### src/eht_ram.sv
`timescale 1ns / 1ps
// ---------------------------------------------------------------------------
// Simple dual-port RAM
// One write port and one read port with registered read data.
// ---------------------------------------------------------------------------
module eht_ram #(
	parameter int AW = 8,
	parameter int DW = 8
) (
	input  logic          clk,
	input  logic          we,
	input  logic [AW-1:0] waddr,
	input  logic [DW-1:0] wdata,
	input  logic [AW-1:0] raddr,
	output logic [DW-1:0] rdata
);
	logic [DW-1:0] mem [(1 << AW)];

	// Write port.
	always_ff @(posedge clk) begin
		if (we) begin
			mem[waddr] <= wdata;
		end
	end

	// Read port with registered read data.
	always_ff @(posedge clk) begin
		rdata <= mem[raddr];
	end
endmodule

### config.mk
export PLATFORM = sky130hd
export DESIGN_NAME = eht_ram
export DESIGN_NICKNAME = d
export VERILOG_FILES = /design/src/eht_ram.sv
export SDC_FILE = /design/constraint.sdc
export NUM_CORES = 2
export LEC_CHECK = 0
export CAP_MARGIN = 20
export CORE_ASPECT_RATIO = 0.75
export CORE_MARGIN = 3
export CORE_UTILIZATION = 50
export CTS_CLUSTER_DIAMETER = 40
export CTS_CLUSTER_SIZE = 8
export DETAILED_ROUTE_END_ITERATION = 10
export DONT_BUFFER_PORTS = 1
export SYNTH_ARGS = -nofsm -noshare
export SYNTH_HDL_FRONTEND = slang
export SYNTH_SLANG_ARGS = --single-unit
### constraint.sdc
create_clock -name clk -period 3 [get_ports clk]
set_clock_uncertainty 0.05 [all_clocks]
set_input_delay 0.45 -clock clk [delete_from_list [all_inputs] [get_ports clk]]
set_output_delay 0.45 -clock clk [all_outputs]
set_load 0.02 [all_outputs]
; ---- Word level (Yosys, flattened, before mapping)
; Memories as Yosys holds them, arrays and structs flattened. A register that Yosys moved wholly into a read port is not among the register bits.
; Index checks and enable logic that the tools add are counted.
[word_totals]
romBits = 0
register_bits = 0
wordCells = 3
input_bits = 26
n_memories = 1
latch_bits = 0
output_inout_bits = 8
mem_bits_rw = 2048
[mem_list]
columns = memory, words, width, rd, rd_ports_with_merged_regs, write_ports, line
row1 = mem, 256, 8, 1, 1, 1, 17  ; logic [DW-1:0] mem [(1 << AW)];
[op_classes]
magnitude_cmp = 0
n_mul = 0
bitwise_logic = 0
shift = 0
n_div = 0
mux = 2
addsub = 0
reduce_logical = 0
n_eq_ne = 0
[ops]
columns = operator, count
row1 = 1-bit two-way mux, 2

; ---- Logic depth before layout (Yosys ltp)
[logic_depth]
ltp_word = 2
mapped_depth = 11

; ---- Worst setup path after synthesis
; No wires, ideal clock.
[synth_timing]
path_type = input port to flip-flop
startpoint = in raddr[0]
endpoint = reg rdata[2], read port of mem
path_stages = 9
path_slack_ns = 0.562
t_required_ns = 2.819
arrival_ns = 2.257
cell_sequence = buf_6 -> buf_12 -> buf_8 -> buf_2 -> mux4_2 -> a22oi_1 -> a21oi_1 -> nor4_1 -> nor4_2
[synth_lines]
columns = item, line
row1 = from (decl), 14  ; input logic [AW-1:0] raddr,
row2 = to (decl), 15  ; output logic [DW-1:0] rdata

==> impl_metrics.json <==
{
  "status": "finished, violations left",
  "violations": "negative hold slack",
  "synth_seq_cells": 2056,
  "multi_input_area_um2": 16600,
  "ys_types": 55,
  "total_power_w": 0.0640,
  "ys_warn_count": 0,
  "fin_nets": 4263,
  "layout-drive-gt1-share": 0.289,
  "critPathLaunchType": "input pin",
  "rsz0062_at_grt": "no",
  "synth_top_family_by_area": "multiplexers",
  "fin_crit_ns": 2.87,
  "placed_cells": 6016,
  "clock_latency_ns": 0.91,
  "arrival_ns": 3.59,
  "grt_overflow_total": 0,
  "post-dp-hpwl_um": 111000,
  "netlist.area_leader.share": 0.773,
  "synth-main-ff-cell": "edfxtp_1",
  "via_per_inst": 6.28,
  "synth_nets": 3759,
  "via_count": 40200,
  "p_per_area_nw_per_um2": 691,
  "end_kind": "register",
  "drtIter0Drc": 5080,
  "synth_area_leaders": "edfxtp_1 (77%), mux4_2 (13%), mux2i_1 (1.7%)",
  "max_freq_ghz": 0.349,
  "avgRoutedWirePerCell_um": 32.2,
  "fp-row-count": 126,
  "cts_tree": "built",
  "drt-total-wl_um": 206000,
  "peakVddDrop_mv": 0.649,
  "synth.cell_area_um2": 79600,
  "setup_tns_ns": 0,
  "cts-buffers-inserted": 311,
  "synthXorXnorAreaFrac": 0,
  "core_um2": 158000,
  "antenna_found_initial": 8,
  "register_area_um2": 61700,
  "yosys.area.top_type": "edfxtp_1",
  "place_area_um2": 84000,
  "die_w_um": 467,
  "track_usage": 0.247,
  "cap_violations": 0,
  "synth-edff-count": 2048,
  "start_util": 0.505,
  "final_cells": 6399,
  "tightest_slew_ns": 1.38,
  "synthToLayoutAreaGrowth_pct": 16.4,
  "clockBufferDepth": 4,
  "grt_pass1_wl_um": 289000,
  "leakagePower_nw": 29.6,
  "hold_violations": 714,
  "grt_max_degree": 579,
  "antenna_left": 0,
  "cts-root-buf": "clkbuf_16",
  "dieHeight_um": 351,
  "slew_viol_final": 0,
  "synth_compound_area_frac": 0.0342,
  "finalInstanceArea_um2": 92600,
  "synthAdderAreaFrac": 0,
  "grt_pass1_vias": 40400,
  "period_share": 0.956,
  "hp-class": "in2reg",
  "postCtsSetupBuffers": 0,
  "criticalPathCategory": "in2reg",
  "required_ns": 3.72,
  "gp_congestion": 0.824,
  "clk_transition_reported_paths_ns": 0.05,
  "setup_viol": 0,
  "critPathMaxFanout": 42,
  "port_buffers": 0,
  "io_pins": 34,
  "synth.mux.area_fraction": 0.146,
  "cts.sinks": 2056,
  "ys_async_sr_fraction": 0,
  "synthSimpleGateAreaFrac": 0.0263,
  "avgSynthCellArea_um2": 21.3,
  "drc": 0,
  "die_area_um2": 164000,
  "syn-instance-count": 3733,
  "yosysSeqAreaShare": 0.775,
  "maxSlewHeadroom": 0.0789,
  "fill_cells": 11400,
  "whs_ns": -0.376,
  "first_pass_iters": 5,
  "htree_levels": 5
}
## sequential cells by signal (all words and copies together), names as in the netlist
register and cells:
rdata 8, mem 2048
## per-layer routing
metal,vias to the layer above,wire [um],track usage
met4,4,6000,0.0815
met1,21300,87200,0.363
met5,-,26,0
met2,1905,91900,0.355
li1,16600,-,-
met3,341,21200,0.0773
## path summary, 6_finish.rpt
check | from | to | slack (ns) | cells past startpoint
worst max-delay path | raddr[0] | rdata[0] | 0.13 | 9
worst min register to register | mem[41][3] | rdata[3] | 1.03 | 7
worst min-delay path | wdata[6] | mem[28][6] | -0.38 | 0
worst max register to register | mem[87][0] | rdata[0] | 0.16 | 6
## what timing repair did
| action | in CTS | in global routing |
|---|---|---|
| hold endpoints to repair | 2092 | 1890 |
| gates resized for setup | 0 | 3 |
| hold buffers | 5 | 2 |
| endpoints found under the setup margin | 0 | 8 |
## worst max-delay path, cell delays in order
cell and delay [ns]:
buf_16 0.30, buf_16 0.39, mux4_2 0.55, nor2b_1 0.15, a211oi_1 0.41, nor3_1 0.16, nor4_1 0.73, buf_4 0.29
nor4_2 0.06
## logic make-up (layout without fill, tap and decap cells)
kind of cell / Yosys count / count (layout)
multiplexers: 591 / 591
AO/OA/AOI/OAI: 385 / 385
AND/OR/NAND/NOR: 466 / 466
buffers and inverters: 235 / 778
flip-flops: 2056 / 2056
other: 0 / 11
## per-stage QoR
stage / worst slack, ns / hold slack, ns / utilization
global placement: -1.18 / 0.539 / 0.533
finish: 0.131 / -0.376 / 0.588
detailed placement: -0.554 / 0.535 / 0.533
floorplan: 0.562 / 0.499 / -
CTS: 0.184 / -0.417 / 0.585
global route: 0.0490 / -0.424 / 0.587
## report_power, final
| group | total, W | switching, W | leakage (nW) | internal, W |
|---|---|---|---|---|
| Clock | 0.0299 | 0.0113 | 4.00 | 0.0186 |
| Sequential | 0.0319 | 0.000113 | 18.5 | 0.0318 |
| Combinational | 0.00230 | 0.00127 | 7.14 | 0.00103 |
## cell usage after synthesis, types with 8 or more instances
cell type	instances
buf_2	31
a22oi_1	133
mux2i_1	134
nor2_1	282
nand4_1	10
o21ai_0	10
dfxtp_1	8
edfxtp_1	2048
nor2b_1	31
a22o_1	8
nor4_1	24
o211ai_1	10
buf_4	27
nand2b_1	8
buf_8	13
mux4_2	454
nor3_1	22
o22ai_1	28
clkbuf_1	111
nand3_1	34
o221ai_1	46
nand2_1	33
a211oi_1	16
a221oi_1	13
buf_12	8
buf_6	21
a21oi_1	96
buf_1	22
## layout make-up
type / count / share of cell area
multi-input cells: 1442 / 0.179
inverters: 2 / 0.0000810
repair buffers: 424 / 0.0387
flip-flops and latches: 2056 / 0.666
clock buffers: 336 / 0.0860
well taps: 2112 / 0.0285
clock inverters: 16 / 0.00204
diodes: 11 / 0.000297
## cell usage in the layout (no fill, tap or decap), types with 20 or more instances in the layout
cell type and n:
edfxtp_1 2048, mux4_2 454, buf_4 394, clkbuf_16 323, nor2_1 279, mux2i_1 134, a22oi_1 133, a21oi_1 96
o221ai_1 46, nand2_1 33, o22ai_1 28, nor2b_1 28, nand3_1 28, nor3_1 22, clkbuf_1 20
No activity file was read; power rests on OpenSTA's default activity.
